===== src/hdl/chscan_pkg.sv =====
// chscan_pkg: shared types, constants and the channel frequency table
// for the channel scan controller
// no dependencies
`default_nettype none

package chscan_pkg;

  localparam int unsigned CHANNEL_COUNT = 10;
  localparam int unsigned CHAN_W        = 4;
  localparam int unsigned FREQ_W        = 24;
  localparam int unsigned TIMER_W       = 8;
  localparam int unsigned CONFIRM_W     = 3;
  localparam int unsigned MODE_W        = 2;
  localparam int unsigned CFG_IDX_W     = 2;
  localparam int unsigned CFG_DATA_W    = 8;
  localparam int unsigned IN_DATA_W     = 8;
  localparam int unsigned OUT_DATA_W    = 40;

  localparam logic [CHAN_W-1:0] LAST_CHAN = CHAN_W'(CHANNEL_COUNT - 1);

  localparam logic [TIMER_W-1:0] STEP_DWELL      = 8'd2;
  localparam logic [TIMER_W-1:0] START_DWELL     = 8'd4;
  localparam logic [TIMER_W-1:0] CARRIER_REFRESH = 8'd50;

  typedef enum logic [2:0] {
    REQ_TICK     = 3'd0,
    REQ_POLL     = 3'd1,
    REQ_KEY_UP   = 3'd2,
    REQ_KEY_DOWN = 3'd3,
    REQ_KEY_SCAN = 3'd4
  } req_t;

  typedef enum logic [2:0] {
    PH_IDLE        = 3'd0,
    PH_SCAN        = 3'd1,
    PH_WAIT_TIME   = 3'd2,
    PH_WAIT_LOST   = 3'd3,
    PH_WAIT_RECALL = 3'd4,
    PH_STOP        = 3'd5
  } phase_t;

  typedef enum logic [MODE_W-1:0] {
    MODE_TIME_HOLD    = 2'd0,
    MODE_CARRIER_HOLD = 2'd1,
    MODE_STOP_ON_FIND = 2'd2,
    MODE_UNUSED       = 2'd3
  } mode_t;

  typedef enum logic [CFG_IDX_W-1:0] {
    CFG_SCAN_MODE     = 2'd0,
    CFG_HOLD_TIME     = 2'd1,
    CFG_FIND_TIME     = 2'd2,
    CFG_CONFIRM_LIMIT = 2'd3
  } cfg_idx_t;

  // next channel with wrap-around in either direction
  function automatic logic [CHAN_W-1:0] step_chan(input logic [CHAN_W-1:0] chan,
                                                  input logic up);
    logic [CHAN_W-1:0] res;
    if (up) begin
      res = (chan >= LAST_CHAN) ? '0 : chan + 1'b1;
    end else begin
      res = (chan == '0) ? LAST_CHAN : chan - 1'b1;
    end
    return res;
  endfunction

  // tuned frequency in 10 Hz units
  function automatic logic [FREQ_W-1:0] chan_freq(input logic [CHAN_W-1:0] chan);
    logic [FREQ_W-1:0] f;
    case (chan)
      4'd0:    f = 24'd16255000;
      4'd1:    f = 24'd16240000;
      4'd2:    f = 24'd16247500;
      4'd3:    f = 24'd16242500;
      4'd4:    f = 24'd16245000;
      4'd5:    f = 24'd16250000;
      4'd6:    f = 24'd16252500;
      4'd7:    f = 24'd16165000;
      4'd8:    f = 24'd16177500;
      4'd9:    f = 24'd16327500;
      default: f = '0;
    endcase
    return f;
  endfunction

endpackage

`default_nettype wire


===== src/hdl/channel_scan_controller.sv =====
// channel_scan_controller: scan state, channel stepping and result register
// depends on chscan_pkg
`default_nettype none

// One request per clock: a request accepted at one edge updates the scan
// state at that edge and its result is loaded into the output register at
// that same edge. in_tready stays high while the output register is empty
// or being drained, so back-to-back requests run at full rate; it drops only
// when a result waits and out_tready is low. The state update is a single
// pass of short logic from the request and the state registers.
module channel_scan_controller
  import chscan_pkg::*;
(
  input  wire logic                  clk,
  input  wire logic                  rst_n,
  input  wire logic                  cfg_wr_en,
  input  wire logic [CFG_IDX_W-1:0]  cfg_index,
  input  wire logic [CFG_DATA_W-1:0] cfg_data,
  input  wire logic                  in_tvalid,
  output logic                       in_tready,
  // [2:0] req_type, [3] squelch_open, [7:4] zero
  input  wire logic [IN_DATA_W-1:0]  in_tdata,
  output logic                       out_tvalid,
  input  wire logic                  out_tready,
  // [3:0] channel, [27:4] frequency, [30:28] scan_state,
  // [31] channel_changed, [32] key_beep, [39:33] zero
  output logic [OUT_DATA_W-1:0]      out_tdata
);

  mode_t                scan_mode_r;
  logic [TIMER_W-1:0]   hold_time_r;
  logic [TIMER_W-1:0]   find_time_r;
  logic [CONFIRM_W-1:0] confirm_limit_r;

  logic [CHAN_W-1:0]    chan_r, chan_nxt;
  phase_t               phase_r, phase_nxt;
  logic                 up_r, up_nxt;
  logic [TIMER_W-1:0]   timer_r, timer_nxt;
  logic [CONFIRM_W-1:0] cnt_r, cnt_nxt;
  logic                 changed_nxt, beep_nxt;

  logic                 out_valid_r, out_valid_nxt;
  logic [FREQ_W-1:0]    freq_r, freq_nxt;
  logic                 changed_r, beep_r;

  logic                 accept;
  req_t                 req;
  logic                 sq;

  assign req       = req_t'(in_tdata[2:0]);
  assign sq        = in_tdata[3];
  assign in_tready = !out_valid_r || out_tready;
  assign accept    = in_tvalid && in_tready;

  // configuration registers
  always_ff @(posedge clk) begin
    if (!rst_n) begin
      scan_mode_r     <= MODE_TIME_HOLD;
      hold_time_r     <= 8'd20;
      find_time_r     <= 8'd20;
      confirm_limit_r <= 3'd3;
    end else if (cfg_wr_en) begin
      unique case (cfg_idx_t'(cfg_index))
        CFG_SCAN_MODE:     scan_mode_r     <= mode_t'(cfg_data[MODE_W-1:0]);
        CFG_HOLD_TIME:     hold_time_r     <= cfg_data[TIMER_W-1:0];
        CFG_FIND_TIME:     find_time_r     <= cfg_data[TIMER_W-1:0];
        CFG_CONFIRM_LIMIT: confirm_limit_r <= cfg_data[CONFIRM_W-1:0];
        default: ;
      endcase
    end
  end

  // next scan state
  always_comb begin
    chan_nxt    = chan_r;
    phase_nxt   = phase_r;
    up_nxt      = up_r;
    timer_nxt   = timer_r;
    cnt_nxt     = cnt_r;
    changed_nxt = 1'b0;
    beep_nxt    = 1'b0;
    unique case (req) inside
      REQ_TICK: begin
        if (timer_r != '0) timer_nxt = timer_r - 1'b1;
      end
      REQ_POLL: begin
        case (phase_r)
          PH_SCAN: begin
            if (sq) begin
              if (cnt_r < confirm_limit_r) begin
                cnt_nxt = cnt_r + 1'b1;
              end else begin
                case (scan_mode_r)
                  MODE_TIME_HOLD: begin
                    phase_nxt = PH_WAIT_TIME;
                    timer_nxt = hold_time_r;
                  end
                  MODE_CARRIER_HOLD: begin
                    phase_nxt = PH_WAIT_LOST;
                    timer_nxt = hold_time_r;
                  end
                  MODE_STOP_ON_FIND: begin
                    phase_nxt = PH_STOP;
                    timer_nxt = find_time_r;
                  end
                  default: ;
                endcase
              end
            end else begin
              cnt_nxt = '0;
              if (timer_r == '0) begin
                chan_nxt    = step_chan(chan_r, up_r);
                timer_nxt   = STEP_DWELL;
                changed_nxt = 1'b1;
              end
            end
          end
          PH_WAIT_TIME: begin
            cnt_nxt = '0;
            if (!(scan_mode_r == MODE_CARRIER_HOLD && sq) && timer_r == '0) begin
              chan_nxt    = step_chan(chan_r, up_r);
              phase_nxt   = PH_SCAN;
              timer_nxt   = STEP_DWELL;
              changed_nxt = 1'b1;
            end else if (scan_mode_r == MODE_CARRIER_HOLD && sq) begin
              timer_nxt = CARRIER_REFRESH;
            end
          end
          PH_WAIT_LOST: begin
            if (sq) begin
              timer_nxt = hold_time_r;
            end else if (timer_r == '0) begin
              phase_nxt = PH_WAIT_RECALL;
            end
          end
          PH_WAIT_RECALL: begin
            cnt_nxt = '0;
            if (timer_r == '0) begin
              chan_nxt    = step_chan(chan_r, up_r);
              phase_nxt   = PH_SCAN;
              timer_nxt   = STEP_DWELL;
              changed_nxt = 1'b1;
            end
          end
          PH_STOP: begin
            phase_nxt = PH_IDLE;
            timer_nxt = '0;
            cnt_nxt   = '0;
          end
          default: ;
        endcase
      end
      REQ_KEY_UP, REQ_KEY_DOWN: begin
        beep_nxt    = 1'b1;
        changed_nxt = 1'b1;
        chan_nxt    = step_chan(chan_r, req == REQ_KEY_UP);
        if (phase_r != PH_IDLE) begin
          // key resumes scanning in the chosen direction
          up_nxt    = (req == REQ_KEY_UP);
          phase_nxt = PH_SCAN;
          timer_nxt = STEP_DWELL;
        end
      end
      REQ_KEY_SCAN: begin
        if (phase_r == PH_IDLE) begin
          phase_nxt = PH_SCAN;
          timer_nxt = START_DWELL;
          up_nxt    = 1'b1;
        end else begin
          phase_nxt = PH_IDLE;
          timer_nxt = '0;
        end
      end
      default: ;
    endcase
  end

  // result register handshake
  always_comb begin
    freq_nxt = chan_freq(chan_nxt);
    if (accept) begin
      out_valid_nxt = 1'b1;
    end else if (out_tready) begin
      out_valid_nxt = 1'b0;
    end else begin
      out_valid_nxt = out_valid_r;
    end
  end

  always_ff @(posedge clk) begin
    if (!rst_n) begin
      chan_r      <= '0;
      phase_r     <= PH_IDLE;
      up_r        <= 1'b1;
      timer_r     <= '0;
      cnt_r       <= '0;
      out_valid_r <= 1'b0;
    end else begin
      out_valid_r <= out_valid_nxt;
      if (accept) begin
        chan_r  <= chan_nxt;
        phase_r <= phase_nxt;
        up_r    <= up_nxt;
        timer_r <= timer_nxt;
        cnt_r   <= cnt_nxt;
      end
    end
  end

  always_ff @(posedge clk) begin
    if (accept) begin
      freq_r    <= freq_nxt;
      changed_r <= changed_nxt;
      beep_r    <= beep_nxt;
    end
  end

  assign out_tvalid = out_valid_r;
  assign out_tdata  = {7'd0, beep_r, changed_r, phase_r, freq_r, chan_r};

endmodule

`default_nettype wire

===== config.mk =====
export PLATFORM = sky130hd
export DESIGN_NAME = channel_scan_controller
export DESIGN_NICKNAME = d
export VERILOG_FILES = /design/src/hdl/chscan_pkg.sv /design/src/hdl/channel_scan_controller.sv
export SDC_FILE = /design/constraint.sdc
export NUM_CORES = 1
export LEC_CHECK = 0
export BUFFER_PORTS_ARGS = -buffer_cell sky130_fd_sc_hd__buf_2
export CAP_MARGIN = 20
export CORE_MARGIN = 2
export CORE_UTILIZATION = 49
export DETAILED_ROUTE_END_ITERATION = 10
export PLACE_DENSITY_LB_ADDON = 0.05
export SLEW_MARGIN = 30
export SYNTH_ARGS = -nofsm -noshare
export SYNTH_HDL_FRONTEND = slang
export SYNTH_SLANG_ARGS = --single-unit
export TNS_END_PERCENT = 5

===== constraint.sdc =====
create_clock -name clk -period 3.17 [get_ports clk]
set_clock_uncertainty 0.15 [all_clocks]
set_input_delay 0 -clock clk [delete_from_list [all_inputs] [get_ports clk]]
set_output_delay 0 -clock clk [all_outputs]
set_load 0.05 [all_outputs]

# Yosys cells after proc, flatten, opt, wreduce, memory -nomap -nowiden
# Memory sizes are Yosys's and may differ from the RTL's. A register that Yosys moved wholly into a read port is not among the register bits.
# Index checks and enable logic that the tools add are counted.
[op_classes] n_reduce_logical=30 order_cmp=2 mux=46 n_eq_ne=30 add_sub_neg=4
[ops] op="$mux W8" n=8
[ops] op="$pmux W8 S5" n=1
[ops] op="$pmux W8 S4" n=1
[ops] op="$mux W3" n=10
[ops] op="$mux W4" n=7
[ops] op="$ne A3 B3 Y1 const B" n=8
[ops] op="$pmux W3 S3" n=2
[ops] op="$pmux W8 S2" n=1
[ops] op="$pmux W3 S5" n=1
[ops] op="$eq A3 B2 Y1 const B" n=4
[ops] op="$pmux W4 S3" n=1
[ops] op="$reduce_and A11 Y1" n=1
[ops] op="$eq A3 B3 Y1 const B" n=3
[ops] op="$mux W1" n=9
[ops] op="$reduce_and A9 Y1" n=1
[ops] op="$logic_not A8 Y1" n=1
[ops] op="$ne A4 B4 Y1 const B" n=2
[ops] op="$pmux W4 S2" n=1
[ops] op="$reduce_and A2 Y1" n=4
[ops] op="$reduce_and A4 Y1" n=2
[ops] op="$reduce_bool A8 Y1" n=1
[ops] op="$sub A8 B1 Y8 const B" n=1
[ops] op="$eq A2 B2 Y1 const B" n=3
[ops] op="$eq A3 B1 Y1 const B" n=2
[ops] op="25 further kinds" n=37
[word_totals] romBits=336 ff_bits=67 word_cells=126 output_inout_bits=42 mem_count=1 in_bits=23
[mem_list] name="(no name shown)" words=16 width=21 rd=1 rd_clocked_by_memory_dff=1 wr=0 line="chscan_pkg.sv:71" rtl="case (chan)"

# Logic depth before layout (Yosys ltp)
[depth] word_depth=7 ltp_mapped=11 mapped_depth_nobuf=11

# Worst setup path before layout
# OpenSTA, ideal clock, no wires.
[synth_timing] kind="flip-flop to flip-flop" startpoint="register chan_r[0]" endpoint="register freq_r[11], data pin" required_ps=2869 setup_time_ps=151 period_less_slack_ps=3279 t_arrival_ps=2979 stages_incl_launch_ff=11 path_buffers=0 setup_slack_ps=-109 path_cell_list="dfxtp_1 -> inv_1 -> ha_1 -> nor3b_1 -> o21ai_0 -> a21oi_1 -> a311oi_2 -> inv_2 -> ha_1 -> or4_1 -> o211ai_2"
[synth_via] elab_chain_cells=7 word_cells_on_any_way=13 cone_classes="add/sub: 2; order compare: 1; mux: 9; reduce/logical: 1"
[synth_rtl] element="start, declared" line="channel_scan_controller.sv:35" rtl="logic [CHAN_W-1:0] chan_r, chan_nxt;"
[synth_rtl] element="start signal, assigned" line="channel_scan_controller.sv:201" rtl="chan_r <= chan_nxt;"
[synth_rtl] element="$sub A4 B1 Y4, or another cell as far along" line="chscan_pkg.sv:63" rtl="res = (chan == '0) ? LAST_CHAN : chan - 1'b1;"
[synth_rtl] element="$mux W4, on equally long branches" line="chscan_pkg.sv:63, chscan_pkg.sv:61"
[synth_rtl] element="$mux W4" line="chscan_pkg.sv:60" rtl="if (up) begin"
[synth_rtl] element="$mux W4" line="channel_scan_controller.sv:111" rtl="if (timer_r == '0) begin"
[synth_rtl] element="$mux W4" line="channel_scan_controller.sv:89" rtl="if (sq) begin"
[synth_rtl] element="$pmux W4 S3" line="channel_scan_controller.sv:87" rtl="case (phase_r)"
[synth_rtl] element="$pmux W4 S2 (*)" line="channel_scan_controller.sv:82" rtl="unique case (req) inside"
[synth_rtl] element="via chan_nxt[0]" line="channel_scan_controller.sv:35"
[synth_rtl] element="end, declared" line="channel_scan_controller.sv:43" rtl="logic [FREQ_W-1:0] freq_r, freq_nxt;"
# The timed path passes the listed nets; every way through them passes the cells marked *.
# A chain may end at the register's enable or synchronous reset.

# Final worst setup path
[layout_timing] startpoint="register chan_r[1]" endpoint="register freq_r[11], data pin"
# Same word-level chain as after synthesis.

==> run metrics <==
number of global-route vias before repair roughly 3600; remaining antenna violation count after routing 0; type of the most critical hold path in -> reg; Initial Util 50.8%; post-DP HPWL between 7000 and 8000 um; Worst Path Class, Setup reg -> reg; vias 3857; Worst-Margin Slew about 0.65 ns; top_reg_cell synth dfxtp_1; IO Count 65; CTS buffer count 9; register area share after synthesis between 30% and 40%; Synth area leaders dfxtp_1 20%, edfxtp_1 12%, ha_1 5.7%; Die W 96.3 um; Finish-stage setup viols 0; overall global routing resource usage between 20% and 30%; top sig layer met4; Worst EP arrival between 3 and 4 ns; Total Wirelength 10700 um; pin count of the biggest net entering global routing 31; number of synthesized flops with an enable pin 17; Req. time, crit path around 3.2 ns; final setup TNS 0 ns; Max IR drop VDD about 0.26 mV; fin crit share a little over nine tenths; mean post-synth cell area between 8 and 9 um2; Reg clk slew, reported paths about 0.08 ns; final hold violations 0; FF-to-FF Start chan_r[1]; top-area cell type share of the netlist area between 15 and 20%; fillers approximately 740; Die Y between 90 and 100 um; top cell type by total area after synthesis dfxtp_1; CP Max Fanout 9; min cycle time layout roughly 3 ns; CTS tree yes; Post-Syn Area ~4200 um2; CP bufs+invs 2; Mapped Cells about 490; initial antenna violation count 0; FMAX 332 MHz; Async SR Flop Fraction 0%; RSZ-0062 raised after global routing no; Syn. warnings 0; WL met2 approximately 5300 um; CTS Root Cell clkbuf_8; crit-path cells inv_1 > ha_2 > or4b_1 > o211ai_1 > or3_1 > a21oi_2 > nor2_2 > inv_1 > ha_1 > or4_1 > o211ai_2; RD Place Congestion just over 0.9; drt wl/cell around 16 um; CORE AREA about 8200 um2; status finished clean; CP max-delay cell or4_1; pre-CTS WS roughly 0.12 ns; share of cells above drive strength 1 approximately 20%; Core Rows 33; final setup margin roughly 0.16 ns; Met1 Wirelength between 4000 and 5000 um; number of diodes 0; Max Root-Sink Buffers 2; cell family with most CP delay simple AND/OR/NAND/NOR gates; met3 routed WL approximately 410 um; CP max stage delay 0.55 ns; Num Clock Sinks 58; max-slew violations 0; Layout Nets about 590; Synth cell types just over 80; DRC Markers 0; die area 9270 um2; first-pass GRT wire length 17700 um; DRT iter0 DRCs ~170; max_slew headroom 56.8%; Synth-to-Final Area Change 18.3%; worst hold start in_tdata[2]; CP Launch Point chan_r[1]; clock insertion delay at the later pin of the skew report approximately 0.34 ns; via/cell ratio between 5 and 6; port buffer count 50; H-tree depth 3; drt pass-1 iters 4; CP Capture Type flop; pwr dens roughly 520 nW/um2; Max Cap Viol 0; Most Frequent Cell on Critical Path inv_1; total grt overflow 0; leakage about 0.0021 uW; Synth Register Bits between 50 and 60; crit start category flop
## tightest hold or removal path, stage by stage
cell and delay (ns):
buf_2 0.18, a21oi_1 0.15, a21o_1 0.13, a211oi_1 0.06
## kinds of logic after synthesis
group,synth area share (%)
xor gates and xnor gates,1.47
DFF,31.9
other,0.0898
adders and majority gates,5.70
buffers and inverters,8.75
AOI/OAI and AO/OA,25.7
muxes,5.07
and+or+nand+nor,21.3
## metrics by stage
| step | power, uW | cell area [um2] | std cells | util [%] | hold slack, ns |
|---|---|---|---|---|---|
| after floorplan | 1520 | 4210 | 496 | - | -0.0258 |
| after global routing | 2700 | 4940 | 660 | 60.1 | 0.132 |
| final | 2580 | 4940 | 660 | 60.1 | 0.0795 |
| after detailed placement | 1680 | 4440 | 620 | 54.1 | 0.0898 |
| after global placement | 1670 | 4440 | 620 | 54.1 | 0.0758 |
| after CTS | 2580 | 4930 | 660 | 60.0 | 0.0685 |
## layout make-up
type	count	area [um2]	area share, %
Clock buffer	9	124	2.51
Clock inverter	7	125	2.53
Inverter	24	90.1	1.83
Multi-Input combinational cell	366	2510	50.9
Sequential cell	58	1330	27.0
Tap cell	105	131	2.66
Timing Repair Buffer	91	618	12.5
## power by group
part / total (uW) / switching (uW) / internal [uW]
Clock: 886 / 355 / 531
Combinational: 813 / 538 / 275
Sequential: 881 / 47.5 / 834
## cell usage after synthesis, types with 3 or more instances
cell type and number:
o211ai_1 7, a32o_1 4, nand3_1 10, dfxtp_1 41
a31oi_1 9, edfxtp_1 17, o21ai_0 17, o2111ai_1 5
nor3_1 10, xnor2_1 5, a21oi_1 27, clkbuf_1 17
nand2_1 44, o21a_1 4, o211ai_2 4, buf_2 10
o31ai_1 5, o21ai_1 6, or3b_1 4, a221oi_1 4
a21o_1 4, mux2i_1 20, o22ai_1 4, a22o_1 4
nor3b_1 7, buf_4 20, nand4_1 3, nand2b_1 7
nor4_1 5, nand3b_1 3, nor2_1 41, o221ai_1 5
ha_1 19, and2_1 5, inv_1 22, a211oi_1 10
## repair_timing
action,CTS,global route
hold buffers,24,0
gates resized for setup,0,1
hold endpoints to repair,27,0
endpoints found under the setup margin,0,3
setup buffers,0,0
## state kept, by name (all words and copies together), names as in the netlist, 2 cells and up
name	count
scan_mode_r	2
chan_r	4
freq_r	15
hold_time_r	8
find_time_r	8
cnt_r	3
phase_r	3
confirm_limit_r	3
timer_r	8
## final timing paths
| check | endpoint | slack (ns) | depth (start not counted) |
|---|---|---|---|
| min | timer_r[2] | 0.08 | 4 |
| max reg2reg | freq_r[11] | 0.16 | 11 |
| min reg2reg | find_time_r[7] | 0.31 | 2 |
| max | freq_r[11] | 0.16 | 11 |
## placed cells by master, fill, tap and decap left out, types with 9 or more instances in the layout
master,synthesis,layout
dfxtp_1,41,39
clkbuf_8,0,9
conb_1,1,10
ha_1,19,18
a31oi_1,9,9
mux2i_1,20,20
nand3_1,10,10
a21oi_1,27,27
buf_2,10,50
dlygate4sd3_1,0,24
nor3_1,10,10
edfxtp_1,17,17
nor2_1,41,41
inv_1,22,21
o21ai_0,17,17
nand2_1,44,44
buf_4,20,17
a211oi_1,10,10
## routing by layer
layer  vias up  global-route usage [%]
li1       1916                       -
met4         0                    7.63
met1      1841                    31.6
met5         -                       0
met3         8                    3.37
met2        92                    41.4
Note: power is estimated with default switching activity, not from simulation.
